==> config.mk <==
export PLATFORM = sky130hd
export DESIGN_NAME = wheel_speed_pid_unit
export DESIGN_NICKNAME = d
export VERILOG_FILES = /design/src/hw/rtl/wsp_pkg.sv /design/src/hw/rtl/wsp_serial_mul.sv /design/src/hw/rtl/wsp_track.sv /design/src/hw/rtl/wheel_speed_pid_unit.sv
export SDC_FILE = /design/constraint.sdc
export NUM_CORES = 1
export LEC_CHECK = 0
export ABC_AREA = 1
export BUFFER_PORTS_ARGS = -buffer_cell sky130_fd_sc_hd__clkbuf_2
export CAP_MARGIN = 20
export CELL_PAD_IN_SITES_DETAIL_PLACEMENT = 0
export CELL_PAD_IN_SITES_GLOBAL_PLACEMENT = 1
export CORE_MARGIN = 5
export CORE_UTILIZATION = 46
export CTS_CLUSTER_DIAMETER = 30
export DETAILED_ROUTE_END_ITERATION = 6
export HOLD_SLACK_MARGIN = 0.08
export PLACE_DENSITY = 0.83
export SYNTH_ARGS = -nofsm -noshare
export SYNTH_HDL_FRONTEND = slang
export SYNTH_HIERARCHICAL = 1
export SYNTH_SLANG_ARGS = --single-unit
==> constraint.sdc <==
create_clock -name aclk -period 7.61 [get_ports aclk]
set_clock_uncertainty 0.15 [all_clocks]
set_input_delay 1.1415 -clock aclk [delete_from_list [all_inputs] [get_ports aclk]]
set_output_delay 1.1415 -clock aclk [all_outputs]
set_load 0.02 [all_outputs]
==> src/hw/rtl/wsp_pkg.sv <==
package wsp_pkg;

    // Fixed-point and counter sizing
    localparam int FRAC_BITS         = 8;
    localparam int PERIOD_COUNT_BITS = 20;

    // Field widths
    localparam int GAIN_W      = 12;
    localparam int RATE_W      = 16;
    localparam int TARGET_W    = 20;
    localparam int TICKS_W     = 11;
    localparam int TOTAL_W     = 32;
    localparam int POWER_OUT_W = 8;
    localparam int CFG_DATA_W  = 20;
    localparam int CFG_INDEX_W = 3;

    // Limits
    localparam int POWER_LIMIT = 100;
    localparam int POWER_LIM_Q = POWER_LIMIT * (2 ** FRAC_BITS);
    localparam int READ_MAX    = (2 ** (TICKS_W - 1)) - 1;

    // Serial multiplier sizing
    localparam int MP_W  = (PERIOD_COUNT_BITS > GAIN_W) ? PERIOD_COUNT_BITS : GAIN_W;
    localparam int CNT_W = $clog2(MP_W + 1);
    localparam int MC_W  = (((PERIOD_COUNT_BITS + RATE_W) > (TOTAL_W + FRAC_BITS)) ?
                            (PERIOD_COUNT_BITS + RATE_W) : (TOTAL_W + FRAC_BITS)) + 1;
    localparam int ACC_W = MC_W + GAIN_W;
    localparam int SUM_W = ACC_W - FRAC_BITS + 2;
    localparam int PWR_W = FRAC_BITS + 8;

    // Register reset values
    localparam logic [GAIN_W-1:0]   PROP_GAIN_RST   = GAIN_W'(461);
    localparam logic [GAIN_W-1:0]   INTEG_GAIN_RST  = GAIN_W'(13);
    localparam logic [GAIN_W-1:0]   DERIV_GAIN_RST  = GAIN_W'(0);
    localparam logic [RATE_W-1:0]   EXP_RATE_RST    = RATE_W'(0);
    localparam logic [TARGET_W-1:0] TARGET_TICKS_RST = '1;

    typedef enum logic [CFG_INDEX_W-1:0] {
        CFG_PROP_GAIN     = 3'd0,
        CFG_INTEG_GAIN    = 3'd1,
        CFG_DERIV_GAIN    = 3'd2,
        CFG_EXPECTED_RATE = 3'd3,
        CFG_TARGET_TICKS  = 3'd4
    } cfg_index_t;

    typedef enum logic [3:0] {
        ST_IDLE,
        ST_TRACK,
        ST_POS,
        ST_INTEG,
        ST_PROP,
        ST_DERIV,
        ST_CLAMP,
        ST_APPLY,
        ST_FINISH
    } wsp_state_t;

    typedef struct packed {
        logic [PERIOD_COUNT_BITS-1:0] period_count;
        logic signed [TOTAL_W-1:0]    tick_total;
        logic signed [TICKS_W-1:0]    last_reading;
        logic signed [TICKS_W-1:0]    previous_reading;
    } wsp_track_t;

    typedef struct packed {
        logic                    load;
        logic signed [MC_W-1:0]  mcand;
        logic [MP_W-1:0]         mplier;
        logic [CNT_W-1:0]        nbits;
    } wsp_mul_cmd_t;

    typedef struct packed {
        logic                    busy;
        logic signed [ACC_W-1:0] product;
    } wsp_mul_rsp_t;

endpackage

==> src/hw/rtl/wsp_serial_mul.sv <==
module wsp_serial_mul (
    input  logic                  aclk,
    input  logic                  aresetn,
    input  wsp_pkg::wsp_mul_cmd_t cmd,
    output wsp_pkg::wsp_mul_rsp_t rsp
);
    import wsp_pkg::*;

    // Shift-add multiplier, multiplier word left-aligned, one bit per cycle MSB first
    logic signed [ACC_W-1:0] acc_reg, acc_next;
    logic signed [MC_W-1:0]  mc_reg, mc_next;
    logic [MP_W-1:0]         mp_reg, mp_next;
    logic [CNT_W-1:0]        cnt_reg, cnt_next;
    logic [ACC_W-1:0]        addend;

    always_comb begin
        addend   = mp_reg[MP_W-1] ? ACC_W'(mc_reg) : '0;
        acc_next = acc_reg;
        mc_next  = mc_reg;
        mp_next  = mp_reg;
        cnt_next = cnt_reg;
        if (cmd.load) begin
            acc_next = '0;
            mc_next  = cmd.mcand;
            mp_next  = cmd.mplier;
            cnt_next = cmd.nbits;
        end else if (cnt_reg != '0) begin
            acc_next = (acc_reg <<< 1) + $signed(addend);
            mp_next  = mp_reg << 1;
            cnt_next = cnt_reg - CNT_W'(1);
        end
    end

    always_ff @(posedge aclk) begin
        if (!aresetn) begin
            cnt_reg <= '0;
        end else begin
            cnt_reg <= cnt_next;
        end
        acc_reg <= acc_next;
        mc_reg  <= mc_next;
        mp_reg  <= mp_next;
    end

    assign rsp.busy    = (cnt_reg != '0);
    assign rsp.product = acc_reg;

endmodule

==> src/hw/rtl/wsp_track.sv <==
module wsp_track (
    input  logic                                aclk,
    input  logic                                aresetn,
    input  logic                                accept,
    input  logic                                rate_neg,
    input  logic signed [wsp_pkg::TICKS_W-1:0]  ticks,
    output wsp_pkg::wsp_track_t                 trk
);
    import wsp_pkg::*;

    logic [PERIOD_COUNT_BITS-1:0] period_reg, period_next;
    logic signed [TOTAL_W-1:0]    total_reg, total_next;
    logic signed [TICKS_W-1:0]    last_reg, prev_reg;
    logic signed [TICKS_W:0]      neg_wide;
    logic signed [TICKS_W-1:0]    reading;
    logic signed [TOTAL_W:0]      total_wide;

    always_comb begin
        // negate for reverse travel; the most negative count saturates
        neg_wide = -((TICKS_W+1)'(ticks));
        if (!rate_neg) begin
            reading = ticks;
        end else if (neg_wide > (TICKS_W+1)'(READ_MAX)) begin
            reading = TICKS_W'(READ_MAX);
        end else begin
            reading = neg_wide[TICKS_W-1:0];
        end

        total_wide = (TOTAL_W+1)'(total_reg) + (TOTAL_W+1)'(reading);
        if (total_wide > $signed({2'b00, {(TOTAL_W-1){1'b1}}})) begin
            total_next = {1'b0, {(TOTAL_W-1){1'b1}}};
        end else if (total_wide < -$signed({2'b00, {(TOTAL_W-1){1'b1}}})) begin
            total_next = -$signed({1'b0, {(TOTAL_W-1){1'b1}}});
        end else begin
            total_next = total_wide[TOTAL_W-1:0];
        end

        period_next = (period_reg == '1) ? period_reg : period_reg + PERIOD_COUNT_BITS'(1);
    end

    always_ff @(posedge aclk) begin
        if (!aresetn) begin
            period_reg <= '0;
            total_reg  <= '0;
            last_reg   <= '0;
            prev_reg   <= '0;
        end else if (accept) begin
            period_reg <= period_next;
            total_reg  <= total_next;
            last_reg   <= reading;
            prev_reg   <= last_reg;
        end
    end

    assign trk.period_count     = period_reg;
    assign trk.tick_total       = total_reg;
    assign trk.last_reading     = last_reg;
    assign trk.previous_reading = prev_reg;

endmodule

==> src/hw/rtl/wheel_speed_pid_unit.sv <==
// Wheel speed PID controller, one encoder word in, one drive word out.
//
// Input channel (s_valid/s_ready): one word per control period carrying the
// signed encoder tick count. Output channel (m_valid/m_ready): the drive power
// in whole percent plus the updated, overload and target-reached flags.
// Gains, expected rate and target distance come in through the cfg_we write
// port; write them only while no word is in flight.
//
// Processing: with a nonzero expected rate each word runs through the single
// shift-add multiplier, which retires one bit per cycle and is shared by four
// products in turn: expected position (20 bits), then the integral,
// proportional and derivative gains (12 bits each). A new word is taken only
// after the previous result has been loaded into the output register.
// With a zero expected rate the drive is left alone and the word goes
// straight to the output register.
// A finished result sits in the output register while the next word is
// accepted and processed; only the final write waits if the receiver stalls.
// Reset restores register defaults and clears all tracking state and power.
module wheel_speed_pid_unit (
    input  logic                                    aclk,
    input  logic                                    aresetn,
    // configuration write port
    input  logic                                    cfg_we,
    input  logic [wsp_pkg::CFG_INDEX_W-1:0]         cfg_index,
    input  logic [wsp_pkg::CFG_DATA_W-1:0]          cfg_wdata,
    // input channel
    input  logic                                    s_valid,
    output logic                                    s_ready,
    input  logic signed [wsp_pkg::TICKS_W-1:0]      s_encoder_ticks,
    // result channel
    output logic                                    m_valid,
    input  logic                                    m_ready,
    output logic signed [wsp_pkg::POWER_OUT_W-1:0]  m_motor_power,
    output logic                                    m_drive_updated,
    output logic                                    m_overload,
    output logic                                    m_target_reached
);
    import wsp_pkg::*;

    // ---------------------------------------------------------------
    // Configuration registers
    // ---------------------------------------------------------------
    logic [GAIN_W-1:0]        prop_gain_reg, integ_gain_reg, deriv_gain_reg;
    logic signed [RATE_W-1:0] rate_reg;
    logic [TARGET_W-1:0]      target_reg;

    always_ff @(posedge aclk) begin
        if (!aresetn) begin
            prop_gain_reg  <= PROP_GAIN_RST;
            integ_gain_reg <= INTEG_GAIN_RST;
            deriv_gain_reg <= DERIV_GAIN_RST;
            rate_reg       <= EXP_RATE_RST;
            target_reg     <= TARGET_TICKS_RST;
        end else if (cfg_we) begin
            case (cfg_index_t'(cfg_index))
                CFG_PROP_GAIN:     prop_gain_reg  <= cfg_wdata[GAIN_W-1:0];
                CFG_INTEG_GAIN:    integ_gain_reg <= cfg_wdata[GAIN_W-1:0];
                CFG_DERIV_GAIN:    deriv_gain_reg <= cfg_wdata[GAIN_W-1:0];
                CFG_EXPECTED_RATE: rate_reg       <= cfg_wdata[RATE_W-1:0];
                CFG_TARGET_TICKS:  target_reg     <= cfg_wdata[TARGET_W-1:0];
                default: ;  // drop writes to unused indexes
            endcase
        end
    end

    logic rate_zero;
    assign rate_zero = (rate_reg == '0);

    // ---------------------------------------------------------------
    // Tick tracking and the shared serial multiplier
    // ---------------------------------------------------------------
    wsp_state_t   state_reg, state_next;
    wsp_track_t   trk;
    wsp_mul_cmd_t mul_cmd;
    wsp_mul_rsp_t mul_rsp;
    logic         in_accept;

    assign in_accept = s_valid && s_ready;

    wsp_track u_track (
        .aclk     (aclk),
        .aresetn  (aresetn),
        .accept   (in_accept),
        .rate_neg (rate_reg[RATE_W-1]),
        .ticks    (s_encoder_ticks),
        .trk      (trk)
    );

    wsp_serial_mul u_mul (
        .aclk    (aclk),
        .aresetn (aresetn),
        .cmd     (mul_cmd),
        .rsp     (mul_rsp)
    );

    // Multiplicands of the four products
    logic signed [MC_W-1:0] mc_pos, mc_integ, mc_prop, mc_deriv;

    always_comb begin
        mc_pos   = MC_W'(rate_reg);
        // expected position minus travelled distance, both in Q.F
        mc_integ = $signed(mul_rsp.product[MC_W-1:0])
                 - (MC_W'($signed(trk.tick_total)) <<< FRAC_BITS);
        mc_prop  = MC_W'(rate_reg) - (MC_W'($signed(trk.last_reading)) <<< FRAC_BITS);
        mc_deriv = (MC_W'($signed(trk.previous_reading))
                 - MC_W'($signed(trk.last_reading))) <<< FRAC_BITS;
    end

    // ---------------------------------------------------------------
    // Sequencer: next state
    // ---------------------------------------------------------------
    logic out_load;

    always_comb begin
        state_next = state_reg;
        case (state_reg)
            ST_IDLE:   if (s_valid) state_next = ST_TRACK;
            ST_TRACK:  state_next = rate_zero ? ST_FINISH : ST_POS;
            ST_POS:    if (!mul_rsp.busy) state_next = ST_INTEG;
            ST_INTEG:  if (!mul_rsp.busy) state_next = ST_PROP;
            ST_PROP:   if (!mul_rsp.busy) state_next = ST_DERIV;
            ST_DERIV:  if (!mul_rsp.busy) state_next = ST_CLAMP;
            ST_CLAMP:  state_next = ST_APPLY;
            ST_APPLY:  state_next = ST_FINISH;
            ST_FINISH: if (out_load) state_next = ST_IDLE;
            default:   state_next = ST_IDLE;
        endcase
    end

    // ---------------------------------------------------------------
    // Sequencer: control outputs
    // ---------------------------------------------------------------
    logic sum_clear, sum_add, flags_clear, apply_en, clamp_en;

    always_comb begin
        s_ready        = 1'b0;
        mul_cmd.load   = 1'b0;
        mul_cmd.mcand  = mc_pos;
        mul_cmd.mplier = MP_W'(trk.period_count) << (MP_W - PERIOD_COUNT_BITS);
        mul_cmd.nbits  = CNT_W'(PERIOD_COUNT_BITS);
        sum_clear      = 1'b0;
        sum_add        = 1'b0;
        flags_clear    = 1'b0;
        clamp_en       = 1'b0;
        apply_en       = 1'b0;
        out_load       = 1'b0;
        case (state_reg)
            ST_IDLE: begin
                s_ready = 1'b1;
            end
            ST_TRACK: begin
                flags_clear  = 1'b1;
                sum_clear    = 1'b1;
                mul_cmd.load = !rate_zero;
            end
            ST_POS: begin
                mul_cmd.load   = !mul_rsp.busy;
                mul_cmd.mcand  = mc_integ;
                mul_cmd.mplier = MP_W'(integ_gain_reg) << (MP_W - GAIN_W);
                mul_cmd.nbits  = CNT_W'(GAIN_W);
            end
            ST_INTEG: begin
                sum_add        = !mul_rsp.busy;
                mul_cmd.load   = !mul_rsp.busy;
                mul_cmd.mcand  = mc_prop;
                mul_cmd.mplier = MP_W'(prop_gain_reg) << (MP_W - GAIN_W);
                mul_cmd.nbits  = CNT_W'(GAIN_W);
            end
            ST_PROP: begin
                sum_add        = !mul_rsp.busy;
                mul_cmd.load   = !mul_rsp.busy;
                mul_cmd.mcand  = mc_deriv;
                mul_cmd.mplier = MP_W'(deriv_gain_reg) << (MP_W - GAIN_W);
                mul_cmd.nbits  = CNT_W'(GAIN_W);
            end
            ST_DERIV: begin
                sum_add = !mul_rsp.busy;
            end
            ST_CLAMP: begin
                clamp_en = 1'b1;
            end
            ST_APPLY: begin
                apply_en = 1'b1;
            end
            ST_FINISH: begin
                out_load = !m_valid || m_ready;
            end
            default: ;
        endcase
    end

    always_ff @(posedge aclk) begin
        if (!aresetn) begin
            state_reg <= ST_IDLE;
        end else begin
            state_reg <= state_next;
        end
    end

    // ---------------------------------------------------------------
    // Correction sum, clamp and power update
    // ---------------------------------------------------------------
    logic signed [SUM_W-1:0] sum_reg, sum_next;
    logic signed [PWR_W-1:0] corr_reg, corr_next;
    logic signed [PWR_W-1:0] power_reg, power_next;
    logic                    upd_reg, ovl_reg, reach_reg;
    logic                    ovl_next, reach_next;
    logic signed [PWR_W:0]   psum;
    logic [TOTAL_W-1:0]      total_mag;

    always_comb begin
        // floor shift of each product is an arithmetic drop of F bits
        sum_next = sum_reg + SUM_W'($signed(mul_rsp.product[ACC_W-1:FRAC_BITS]));

        if (sum_reg > SUM_W'(POWER_LIM_Q)) begin
            corr_next = PWR_W'(POWER_LIM_Q);
        end else if (sum_reg < -(SUM_W'(POWER_LIM_Q))) begin
            corr_next = -(PWR_W'(POWER_LIM_Q));
        end else begin
            corr_next = sum_reg[PWR_W-1:0];
        end

        total_mag  = trk.tick_total[TOTAL_W-1] ? TOTAL_W'(-trk.tick_total)
                                               : TOTAL_W'(trk.tick_total);
        reach_next = (total_mag > TOTAL_W'(target_reg));
        psum       = (PWR_W+1)'(power_reg) + (PWR_W+1)'(corr_reg);
        ovl_next   = 1'b0;
        if (reach_next) begin
            power_next = '0;
        end else if (psum > (PWR_W+1)'(POWER_LIM_Q)) begin
            power_next = PWR_W'(POWER_LIM_Q);
            ovl_next   = 1'b1;
        end else if (psum < -((PWR_W+1)'(POWER_LIM_Q))) begin
            power_next = -(PWR_W'(POWER_LIM_Q));
            ovl_next   = 1'b1;
        end else begin
            power_next = psum[PWR_W-1:0];
        end
    end

    always_ff @(posedge aclk) begin
        if (!aresetn) begin
            power_reg <= '0;
            upd_reg   <= 1'b0;
            ovl_reg   <= 1'b0;
            reach_reg <= 1'b0;
        end else if (flags_clear) begin
            upd_reg   <= 1'b0;
            ovl_reg   <= 1'b0;
            reach_reg <= 1'b0;
        end else if (apply_en) begin
            power_reg <= power_next;
            upd_reg   <= 1'b1;
            ovl_reg   <= ovl_next;
            reach_reg <= reach_next;
        end
    end

    always_ff @(posedge aclk) begin
        if (sum_clear) begin
            sum_reg <= '0;
        end else if (sum_add) begin
            sum_reg <= sum_next;
        end
        if (clamp_en) begin
            corr_reg <= corr_next;
        end
    end

    // ---------------------------------------------------------------
    // Output register: whole percent, truncated toward zero
    // ---------------------------------------------------------------
    logic                          pneg;
    logic [PWR_W-1:0]              pmag;
    logic [POWER_OUT_W-1:0]        wmag;
    logic signed [POWER_OUT_W-1:0] whole;
    logic                          m_valid_reg;
    logic signed [POWER_OUT_W-1:0] power_out_reg;
    logic                          upd_out_reg, ovl_out_reg, reach_out_reg;

    always_comb begin
        pneg  = power_reg[PWR_W-1];
        pmag  = pneg ? PWR_W'(-power_reg) : PWR_W'(power_reg);
        wmag  = POWER_OUT_W'(pmag >> FRAC_BITS);
        whole = pneg ? -$signed(wmag) : $signed(wmag);
    end

    always_ff @(posedge aclk) begin
        if (!aresetn) begin
            m_valid_reg <= 1'b0;
        end else if (out_load) begin
            m_valid_reg <= 1'b1;
        end else if (m_ready) begin
            m_valid_reg <= 1'b0;
        end
        if (out_load) begin
            power_out_reg <= whole;
            upd_out_reg   <= upd_reg;
            ovl_out_reg   <= ovl_reg;
            reach_out_reg <= reach_reg;
        end
    end

    assign m_valid          = m_valid_reg;
    assign m_motor_power    = power_out_reg;
    assign m_drive_updated  = upd_out_reg;
    assign m_overload       = ovl_out_reg;
    assign m_target_reached = reach_out_reg;

endmodule

=== Yosys cells after proc, flatten, opt, wreduce, memory -nomap -nowiden ===
Cells that the tools add are included.

* Flip-flop bits (word level): 363
* Word-level logic and storage cells: 129
* Input port bits: 39
* Output and inout port bits: 13

* Order comparisons: 8
* Mux-type cells: 37
* Bitwise logic cells: 3
* Reduce and logical (&&, ||, !) cells: 23
* Equal/unequal tests: 19
* Add/subtract/negate cells: 13

{| class="wikitable"
|+ Operators with widths
! operator !! number
|-
| 66-bit case mux with 3 select lines || 1
|-
| 32-bit 2-to-1 mux || 3
|-
| 16-bit 2-to-1 mux || 5
|-
| 53-bit adder || 1
|-
| 53-bit 2-to-1 mux || 1
|-
| 47-bit by 45-bit adder with 47-bit output || 1
|-
| 47-bit by 16-bit > comparator with 1-bit output, second input constant || 1
|-
| 47-bit by 16-bit < comparator with 1-bit output, second input constant || 1
|-
| 41-bit by 40-bit subtractor with 41-bit output || 1
|-
| 20-bit 2-to-1 mux || 2
|-
| 4-bit case mux with 9 select lines || 1
|-
| 32-bit by 11-bit adder with 33-bit output || 1
|-
| 33-bit by 32-bit > comparator with 1-bit output, second input constant || 1
|-
| 33-bit by 32-bit < comparator with 1-bit output, second input constant || 1
|-
| 32-bit by 20-bit > comparator with 1-bit output || 1
|-
| 32-bit negation || 1
|-
| 4-bit 2-to-1 mux || 7
|-
| 11-bit 2-to-1 mux || 2
|-
| 20-bit by 1-bit adder with 20-bit output, second input constant || 1
|-
| 20-bit equality test, second input constant || 1
|-
| 16-bit by 19-bit subtractor with 20-bit output || 1
|-
| 16-bit by 16-bit adder with 17-bit output || 1
|-
| 17-bit by 16-bit > comparator with 1-bit output, second input constant || 1
|-
| 17-bit by 16-bit < comparator with 1-bit output, second input constant || 1
|-
| 31 further kinds || 65
|}

=== Depth between registers and ports, before layout ===
* Depth after elaboration: 8
* Depth in mapped cells: 34
* Mapped depth without buffers: 33

=== Cells and area by module ===
Netlist, hierarchy kept.

{| class="wikitable"
|+ By module, submodules not included
! module !! times used !! seq. area each (sq um) !! area an instance (sq um) !! cells an instance
|-
| wheel_speed_pid_unit || 1 || 3673.5 || 16351.9 || 2680
|-
| wsp_serial_mul || 1 || 2992.9 || 8808.4 || 1402
|-
| wsp_track || 1 || 1481.4 || 5926.9 || 969
|}

=== Worst setup path before layout ===
No wires, ideal clock.

* Path type: register -> register
* Start: register state_reg[0]
* End: register u_mul.mp_reg[0] (enable)
* Stages on the path, launching flop included: 12
* Buffers on the path: 3
* Data required time: 7.085 ns
* Setup slack: 1.724 ns
* Setup time: 0.375 ns
* Arrival: 5.360 ns
* Clock period less this slack: 5.886 ns
* Cell sequence: dfxtp_1 nand2_1 nor2_2 inv_1 nand2_1 nor2_1 clkbuf_1 o21ai_0 buf_2 nor2_1 buf_2 inv_1

{| class="wikitable"
|+ RTL lines
! what !! RTL line !! RTL
|-
| from (decl) || wheel_speed_pid_unit.sv:72 || <nowiki>wsp_state_t state_reg, state_next;</nowiki>
|-
| from (signal assigned) || wheel_speed_pid_unit.sv:196 || <nowiki>state_reg <= state_next;</nowiki>
|-
| to (signal assigned) || wsp_serial_mul.sv:42 || <nowiki>mp_reg <= mp_next;</nowiki>
|-
| to (decl) || wsp_serial_mul.sv:12 || <nowiki>logic [MP_W-1:0] mp_reg, mp_next;</nowiki>
|}

=== Worst setup path in the final report ===
* Start: input port s_encoder_ticks[1] in the netlist's numbering
* End: register u_track.total_reg[14]

* Longest elaborated chain between the ends: 8
* Elaborated cells on any way between the ends: 9
* Classes of those cells: 2 x add/sub; 3 x order compare; 4 x mux

{| class="wikitable"
|+ Ends and longest elaborated chain
! what !! RTL line !! RTL
|-
| from (decl) || wheel_speed_pid_unit.sv:29 || <nowiki>input logic signed [wsp_pkg::TICKS_W-1:0] s_encoder_ticks,</nowiki>
|-
| 11-bit negation with 12-bit output (*) || wsp_track.sv:20 || <nowiki>neg_wide = -((TICKS_W+1)'(ticks));</nowiki>
|-
| 12-bit by 11-bit > comparator with 1-bit output || wsp_track.sv:23 || <nowiki>end else if (neg_wide > (TICKS_W+1)'(READ_MAX)) begin</nowiki>
|-
| 11-bit 2-to-1 mux (*) || wsp_track.sv:23 ||
|-
| 11-bit 2-to-1 mux (*) || wsp_track.sv:21 || <nowiki>if (!rate_neg) begin</nowiki>
|-
| via u_track.reading[10] || wsp_track.sv:15 || <nowiki>logic signed [TICKS_W-1:0] reading;</nowiki>
|-
| 32-bit by 11-bit adder with 33-bit output (*) || wsp_track.sv:29 || <nowiki>total_wide = (TOTAL_W+1)'(total_reg) + (TOTAL_W+1)'(reading);</nowiki>
|-
| 33-bit by 32-bit < comparator with 1-bit output || wsp_track.sv:32 || <nowiki>end else if (total_wide < -$signed({2'b00, {(TOTAL_W-1){1'b1}}})) begin</nowiki>
|-
| 32-bit 2-to-1 mux || wsp_track.sv:32 ||
|-
| 32-bit 2-to-1 mux (*) || wsp_track.sv:30 || <nowiki>if (total_wide > $signed({2'b00, {(TOTAL_W-1){1'b1}}})) begin</nowiki>
|-
| to (signal assigned) || wsp_track.sv:49 || <nowiki>total_reg <= total_next;</nowiki>
|-
| to (decl) || wsp_track.sv:12 || <nowiki>logic signed [TOTAL_W-1:0] total_reg, total_next;</nowiki>
|}

Mark *: on every way through the listed nets, which the timed path passes. The rest lies on a longest branch.
A chain may end at the register's enable or synchronous reset.

==> metrics.cfg <==
[sta]
worst_slew_pin_slew_ns = 1.023
rsz0062_at_grt = false
fin_ws_ns = 2.116
relSlewSlack = 0.3172
finalSetupViolCount = 0
timing.final.crit_share = 0.7220
slew_violations = 0
final_hold_viol_count = 0
fmax_mhz = 182.0
tns_ns = 0
min_period_ns = 5.494

[yosys]
synth.area.top_cells = nand2_1 18%, dfxtp_1 18%, inv_1 10%
synth-seq-area-share = 0.2621
netlist.top_cell.by_area = nand2_1
synth_top_area_share = 0.1803
synth.mux.area_fraction = 0
synth_simple_gate_area_frac = 0.3426
avgSynthCellArea_sq_um = 6.155
synth_cells = 5051
ys_ff_latch = 363
synthAdderAreaFrac = 0.09507
synth_xor_area_frac = 0.02612
yosysWarnings = 6
synth_top_family_by_area = simple AND/OR/NAND/NOR gates
synthFlopType = dfxtp_1
netlist_top_cells_count = 1493 x nand2_1, 850 x inv_1, 509 x nor2_1, 362 x a21oi_1, 318 x o21ai_0
synth-compound-area-share = 0.1553
synth-edff-count = 88
synth_area_sq_um = 31090
synthArstFlopShare = 0
ys_types = 65
yosysMostFrequentCell = nand2_1

[hold_path]
min_path_cells = 0
min_to = m_target_reached
worstHoldStart = reach_reg
min_path_type = reg2reg

[worst_setup_path]
rrSetupSlack_ns = 3.02
critical_path.top_delay_family = compound AO/OA/AOI/OAI gates
critPathArrivalTime_ns = 5.83
r2r_cells = 15
crit_fanout = 27
critPathSlowestCell = a21oi_4
r2r-start = state_reg[3]
worstSetupEndpointType = register
rr_endpoint = u_mul/acc_reg[45]
crit_path_max_incr_delay_ns = 0.72
cp-start-kind = input port
crit_required_ns = 7.95
crit_chain = clkbuf_2, inv_1, ha_1, nand3_1, nor2_1, nand2_1, nor3_1, nand2_1, xor2_1, nand2_1, nand3_1, o21ai_2, ha_1, a21oi_1, o21bai_1, a21oi_2, nor2_1, nor2_1, nand2_2, a21oi_2, xnor2_2, a21oi_4, buf_4, a21oi_2
crit_type = in2reg
crit_buf_inv = 3

[outcome]
status = completed

[die]
die_area_sq_um = 72880
fp.dieW_microns = 270.0
initial_core_util = 0.4629
ios = 52
die_h_microns = 270.0
core_sq_um = 67160
num_rows = 95

[finish]
largest_register_ffs = 53
nNetsFinal = 5386
syn_to_final_growth_pct = 13.88
fill_cells = 7032
drive_gt1_frac = 0.07340
antenna_cells = 0

[grt]
track_usage = 0.2650
gr-total-overflow = 0
grt_pass1_wl_microns = 157100
antenna_found_initial = 1
grt_pass1_vias = 29835
grt_max_degree = 77

[placement]
dp_slack_ns = 1.475
globalplace.congestion = 0.9370
dp_hpwl_microns = 79120
port_buffers = 51

[route]
drt-initial-drc-count = 2027
drc_errors = 0
wire_per_inst_microns = 16.44
drt_pass1_iterations = 6
vias = 31494
vias_per_cell = 5.194
routed_wirelength_microns = 99680
ant_nets = 0

[clocking]
cts_hold_buf = 0
cts-root-buf = clkbuf_16
cts_max_path_buffers = 3
cts_resized = 0
cts_setup_buffers = 0
worstSkewPairLatency_ns = 0.66
cts_buffers = 89
cts_max_level = 3
clk_pin_slew_worst_paths_ns = 0.05
clock_sinks = 363
cts_tree = done

[power]
peakVddDrop_v = 0.0002497
powerDensity_nw_per_um2 = 459.7
p_leak_uw = 0.01814

[flow_run]
maxCapViolations = 0

## placed cells by master, fill, tap and decap left out, types with 35 or more instances in the layout
master,instances
edfxtp_1,88
nand4_1,82
nand3_1,224
o21ai_0,316
dfxtp_1,275
nand2_1,1492
ha_1,225
nor3_1,47
inv_1,850
o211ai_1,41
nand2_2,46
clkbuf_16,92
xor2_1,71
nor2_2,35
a21oi_1,362
nor2_1,507
clkbuf_2,50
## cells by family after synthesis
kind of cell	after synthesis
simple gates	2532
buf+inv	963
compound gates	868
flops	363
fa+ha+maj	232
xor+xnor	91
other cells	2
## worst max path at each step
stage | startpoint | to | slack (ns) | depth (start not counted)
floorplan | state_reg[0] | u_mul/mp_reg[0] | 1.72 | 11
global placement | s_encoder_ticks[0] | u_track/total_reg[14] | 1.53 | 25
detailed placement | s_encoder_ticks[1] | u_track/total_reg[13] | 1.48 | 24
CTS | s_encoder_ticks[1] | u_track/total_reg[14] | 2.10 | 24
global route | s_encoder_ticks[0] | u_track/total_reg[13] | 1.64 | 24
finish | s_encoder_ticks[1] | u_track/total_reg[14] | 2.12 | 24
## worst register-to-register path: stages, from the launching register on
cell,delay (ns)
dfxtp_1,0.36
nor2_1,0.08
inv_1,0.17
nor2_2,0.05
buf_4,0.21
inv_1,0.45
nand2_1,0.18
nor2_2,0.11
buf_4,0.30
o21ai_4,0.08
inv_1,0.63
nand2_2,0.60
inv_1,0.26
buf_4,0.44
nand3_1,0.30
nand2_1,0.12
## final cells by class
type	instances	area [sq um]	area share
well taps	873	1092	0.03085
inverters	861	3232	0.09129
clock buffers	115	2459	0.06945
flip-flops and latches	363	8148	0.2302
repair buffers	74	478.0	0.01350
multi-input cells	3726	19300	0.5451
clock inverters	52	694.4	0.01962
## per-stage QoR
step	hold WS, ns	util	area [sq um]	cells	total power [uW]
after global routing	0.2858	0.5271	35400	6064	17690
after global placement	0.2730	0.4791	32180	5894	12240
final	0.2636	0.5271	35400	6064	16280
after detailed placement	0.2641	0.4791	32180	5894	12290
after floorplan	0.2530	-	31090	5052	9776
after CTS	0.2682	0.5261	35330	6061	16270
## layer usage
layer	GRT usage	up-vias	routed length [microns]
met2	0.4413	738	45010
li1	-	16400	-
met1	0.3399	14132	44830
met5	0	-	0
met4	0.1195	0	4865
met3	0.04086	224	4969
## power by group
group,switching [uW],internal (uW),leakage (uW)
Combinational,6140,2850,0.0135
Clock,1270,2610,0.00151
Sequential,701,2710,0.00311
Note: power is estimated with default switching activity, not from simulation.
